`config.mk`:
```
export PLATFORM = sky130hd
export DESIGN_NAME = pmib_shade
export DESIGN_NICKNAME = d
export VERILOG_FILES = /design/src/rtl/core/pmib_pkg.sv /design/src/rtl/core/pmib_shade.sv
export SDC_FILE = /design/constraint.sdc
export NUM_CORES = 1
export LEC_CHECK = 0
export BUFFER_PORTS_ARGS = -buffer_cell sky130_fd_sc_hd__buf_2
export CORE_ASPECT_RATIO = 0.5
export CORE_MARGIN = 8
export CORE_UTILIZATION = 45
export DETAILED_ROUTE_END_ITERATION = 10
export MAX_ROUTING_LAYER = met4
export PLACE_DENSITY = 0.78
export SETUP_SLACK_MARGIN = 0.02
export SLEW_MARGIN = 20
export SYNTH_ARGS = -nofsm -noshare
export SYNTH_HDL_FRONTEND = slang
export SYNTH_SLANG_ARGS = --single-unit
```
`constraint.sdc`:
```
create_clock -name vclk -period 4.7
set_input_delay 0.94 -clock vclk [all_inputs]
set_output_delay 0.94 -clock vclk [all_outputs]
set_load 0.005 [all_outputs]
```
`src/rtl/core/pmib_pkg.sv`:
```
// Shared types and constants of the pixel mirror / invert / brightness block.
// No dependencies.
`default_nettype none

package pmib_pkg;

    // One RGB pixel as stored in the line memory.
    typedef struct packed {
        logic [7:0] red;
        logic [7:0] green;
        logic [7:0] blue;
    } t_pixel;

    // Settings that the shading unit needs.
    typedef struct packed {
        logic       invert;
        logic [8:0] red_off;
        logic [8:0] green_off;
        logic [8:0] blue_off;
    } t_shade_cfg;

    localparam int PIXEL_W    = 24;
    localparam int CFG_IDX_W  = 3;
    localparam int CFG_DATA_W = 11;

    localparam logic [7:0] CHAN_MAX = 8'd255;

    localparam logic [10:0] ROW_WIDTH_RESET = 11'd640;

    // Register indexes of the configuration port.
    localparam logic [CFG_IDX_W-1:0] REG_ROW_WIDTH    = 3'd0;
    localparam logic [CFG_IDX_W-1:0] REG_MIRROR_ON    = 3'd1;
    localparam logic [CFG_IDX_W-1:0] REG_INVERT_ON    = 3'd2;
    localparam logic [CFG_IDX_W-1:0] REG_RED_OFFSET   = 3'd3;
    localparam logic [CFG_IDX_W-1:0] REG_GREEN_OFFSET = 3'd4;
    localparam logic [CFG_IDX_W-1:0] REG_BLUE_OFFSET  = 3'd5;

    // Input word kinds.
    localparam logic KIND_PIXEL = 1'b0;
    localparam logic KIND_DRAIN = 1'b1;

endpackage

`default_nettype wire

```
`src/rtl/core/pmib_shade.sv`:
```
// Per-channel inversion and saturating signed brightness offset.
// Depends on pmib_pkg.
`default_nettype none

module pmib_shade (
    input  wire pmib_pkg::t_shade_cfg i_cfg,
    input  wire pmib_pkg::t_pixel     i_pix,
    output pmib_pkg::t_pixel          o_pix
);
    import pmib_pkg::*;

    function automatic logic [7:0] shade_chan(input logic [7:0] v, input logic inv,
                                              input logic [8:0] off);
        logic [7:0]        base;
        logic signed [9:0] sum;
        begin
            base = inv ? (CHAN_MAX - v) : v;
            sum  = $signed({2'b00, base}) + $signed({off[8], off});
            if (sum < 10'sd0) begin
                shade_chan = 8'd0;
            end else if (sum > $signed({2'b00, CHAN_MAX})) begin
                shade_chan = CHAN_MAX;
            end else begin
                shade_chan = sum[7:0];
            end
        end
    endfunction

    always_comb begin
        o_pix.red   = shade_chan(i_pix.red,   i_cfg.invert, i_cfg.red_off);
        o_pix.green = shade_chan(i_pix.green, i_cfg.invert, i_cfg.green_off);
        o_pix.blue  = shade_chan(i_pix.blue,  i_cfg.invert, i_cfg.blue_off);
    end

endmodule

`default_nettype wire

```
* Word-level counts from Yosys, hierarchy flattened
Cells that the tools add are included.
Cells by class: add/sub/neg operators 6, $lt $le $gt $ge 6, muxes and demuxes 9
Operator list (count):
- 2-to-1 mux 8 bit | 9
- adder 9 x 9 -> 10 bit | 3
- greater-than comparator 10 x 9 -> 1 bit, second input constant | 3
- < comparator 10 x 1 -> 1 bit, second input constant | 3
- subtractor 8 bit, first input constant | 3
Storage, ports and cells: bits in registers 0, input bits 52, output and inout bits 24

* Longest topological paths before layout
word-level depth 6, gate-level depth with buffers 10, mapped depth without buffers 8

* Worst setup path before layout
OpenSTA, ideal clock, no wires.
path kind input -> output, from input i_cfg[27] (netlist bit), to output o_pix[23] (netlist bit), arrival time 3402 ps, setup slack 358 ps, stages 10, path buffers 2, cell sequence clkbuf_1 -> buf_2 -> xor2_1 -> ha_1 -> fa_1 -> a21o_1 -> a21o_1 -> a211oi_2 -> o211ai_2 -> o41a_1
RTL lines:
- start, declared | line pmib_shade.sv:6 | input wire pmib_pkg::t_shade_cfg i_cfg,
- end, declared | line pmib_shade.sv:8 | output pmib_pkg::t_pixel o_pix

==> summary.md <==
| Metric | Value |
|---|---|
| Status | finished clean |
| First-pass GRT wire length | 7.46 mm |
| RSZ-0062 raised after global routing | no |
| Ratio of cells with drive above 1 in the final layout | 32.6% |
| Area growth syn-to-layout | 27.7% |
| # port buffers | 76 |
| Worst Path Max Fanout | 8 |
| DRC errors left | 0 |
| Peak VDD IR | 100 uV |
| Post-DP Area | 0.00202 mm2 |
| Final critical-path required period | 4340 ps |
| Most common cell after layout, fill and taps aside | buf_2 |
| Core footprint | 0.00340 mm2 |
| Arrival time at the worst endpoint | 3400 ps |
| Total Wirelength | 4.44 mm |
| Cell count after placement | 324 |
| Routability cong. | 0.917 |
| Vias per cell | 5.30 |
| Mapped Area | 0.00158 mm2 |
| Setup TNS | 0 ps |
| Setup Buffers After CTS | 0 |
| Total GRT Usage | 15.0% |
| Final net count | 357 |
| # clk buffers | 0 |
| DR iter-0 viols | 58 |
| Die Ht | 57.9 um |
| Critical path data required time | 3760 ps |
| Wire per inst | 13.7 um |
| Crit share post-route | 92.4% |
| Die W | 99.8 um |
| Cells after Synth | 200 |
| Critical path class | primary input to output port |
| IO Pins | 76 |
| Initial Utilization | 46.5% |
| Rel. slew slack | 70.6% |
| Hold depth | 3 |
| Seq Cell Count | 0 |
| Diodes inserted | 0 |
| Fmax | 230 MHz |
| Core Rows | 15 |
| Final Non-Filler Cells | 324 |
| Pleak | 1.04 nW |
| Hold crit path type | primary input to output port |
| Post-cts sizing count | 0 |
| Setup WS post-layout | 358 ps |
| Remaining antenna violation count | 0 |
| Total die area | 0.00578 mm2 |
| Grt ovf | 0 |
| Max Cap Viol | 0 |
| PwrDens | 196 mW/mm2 |
| Flip-flop and latch area | 0 um2 |
| Max Slew Vio Count | 0 |
| DP Wirelength | 3.93 mm |
| Slew @ Worst Pin | 437 ps |
| Via count | 1716 |
| Largest net degree at the start of global routing | 13 |
| Pre-antenna DRT Iters | 4 |
| Sequential area share after synthesis | 0% |
| Vias in the first global route | 1787 |
| Endpoints failing setup | 0 |
| Most frequent cells in the layout | buf_2, xor2_1, ha_1 |
| Final Hold Vio Count | 0 |
| Critical path launch point type | primary input |
| Pre-CTS setup slack | 422 ps |
| Syn_nets | 282 |
| Initial antenna violation count | 0 |
| Syn_area_per_cell | 7.90 um2 |
| Yosys cell types | 45 |
| Final instance area | 0.00202 mm2 |
| Synth warn | 0 |
| CTS Hold Bufs | 0 |
| Worst setup EP type | output port |
| Hold_ws | 2200 ps |
## final cells by class
cell class / count / area (um2)
Multi-Input combinational cell: 185 / 1520
Inverter: 10 / 37.5
Tap cell: 51 / 63.8
Fill cell: 316 / 1380
Timing Repair Buffer: 78 / 395
## stage by stage
step / util [%] / total power [mW]
global route: 59.4 / 0.440
detailed placement: 59.4 / 0.396
floorplan: - / 0.268
global placement: 59.4 / 0.385
finish: 59.4 / 0.395
CTS: 59.4 / 0.398
## power by group
part | internal [mW] | switching (mW)
combinational | 0.192 | 0.203
sequential | 0 | 0
clock | 0 | 0
total | 0.192 | 0.203
## critical path, cell delays in order
cell and delay [ps]:
buf_2 150, buf_4 190, xor2_1 170, ha_1 210, fa_1 420, a21oi_1 290, o21ai_0 180, o221a_2 270
nor2_2 270, o211a_1 210, buf_2 110
## final timing paths
check                      from        end  slack [ps]
worst min-delay path   i_cfg[8]   o_pix[6]        2200
worst max-delay path  i_cfg[27]  o_pix[15]         360
## synthesized netlist by cell type (2+ instances only)
| library cell | n | share of area, % |
|---|---|---|
| nand4_1 | 3 | 1.2 |
| nand3_1 | 6 | 1.9 |
| fa_1 | 3 | 3.8 |
| a211oi_1 | 2 | 0.95 |
| clkbuf_1 | 3 | 0.71 |
| o21a_1 | 21 | 10 |
| nor2_1 | 3 | 0.71 |
| buf_2 | 2 | 0.63 |
| or3_1 | 4 | 1.6 |
| nor3_1 | 2 | 0.63 |
| o41a_1 | 2 | 1.4 |
| o21ai_0 | 10 | 3.2 |
| o211ai_1 | 2 | 0.95 |
| ha_1 | 27 | 21 |
| nand2_1 | 8 | 1.9 |
| o221ai_1 | 2 | 1.1 |
| o21ba_2 | 2 | 1.3 |
| a21o_1 | 9 | 4.3 |
| inv_1 | 10 | 2.4 |
| or2_2 | 2 | 0.79 |
| a21oi_1 | 16 | 5.1 |
| xnor2_1 | 8 | 4.4 |
| xor2_1 | 31 | 17 |
## routing by layer
layer / vias up / track usage, % / share of wire, %
met1: 780 / 16.2 / 42
li1: 895 / - / -
met5: - / - / 0
met2: 37 / 29.8 / 54
met3: 4 / 1.31 / 3.3
met4: 0 / 2.13 / 0.68
## cells by family after synthesis
group | Yosys count | synth area share [%]
XOR/XNOR | 39 | 21.6
AND/OR/NAND/NOR | 35 | 12.0
AO/OA/AOI/OAI | 80 | 36.9
adder cells (fa/ha/maj) | 30 | 25.2
multiplexers | 1 | 0.633
buffers and inverters | 15 | 3.72
Power figures use the tool's default switching activity.
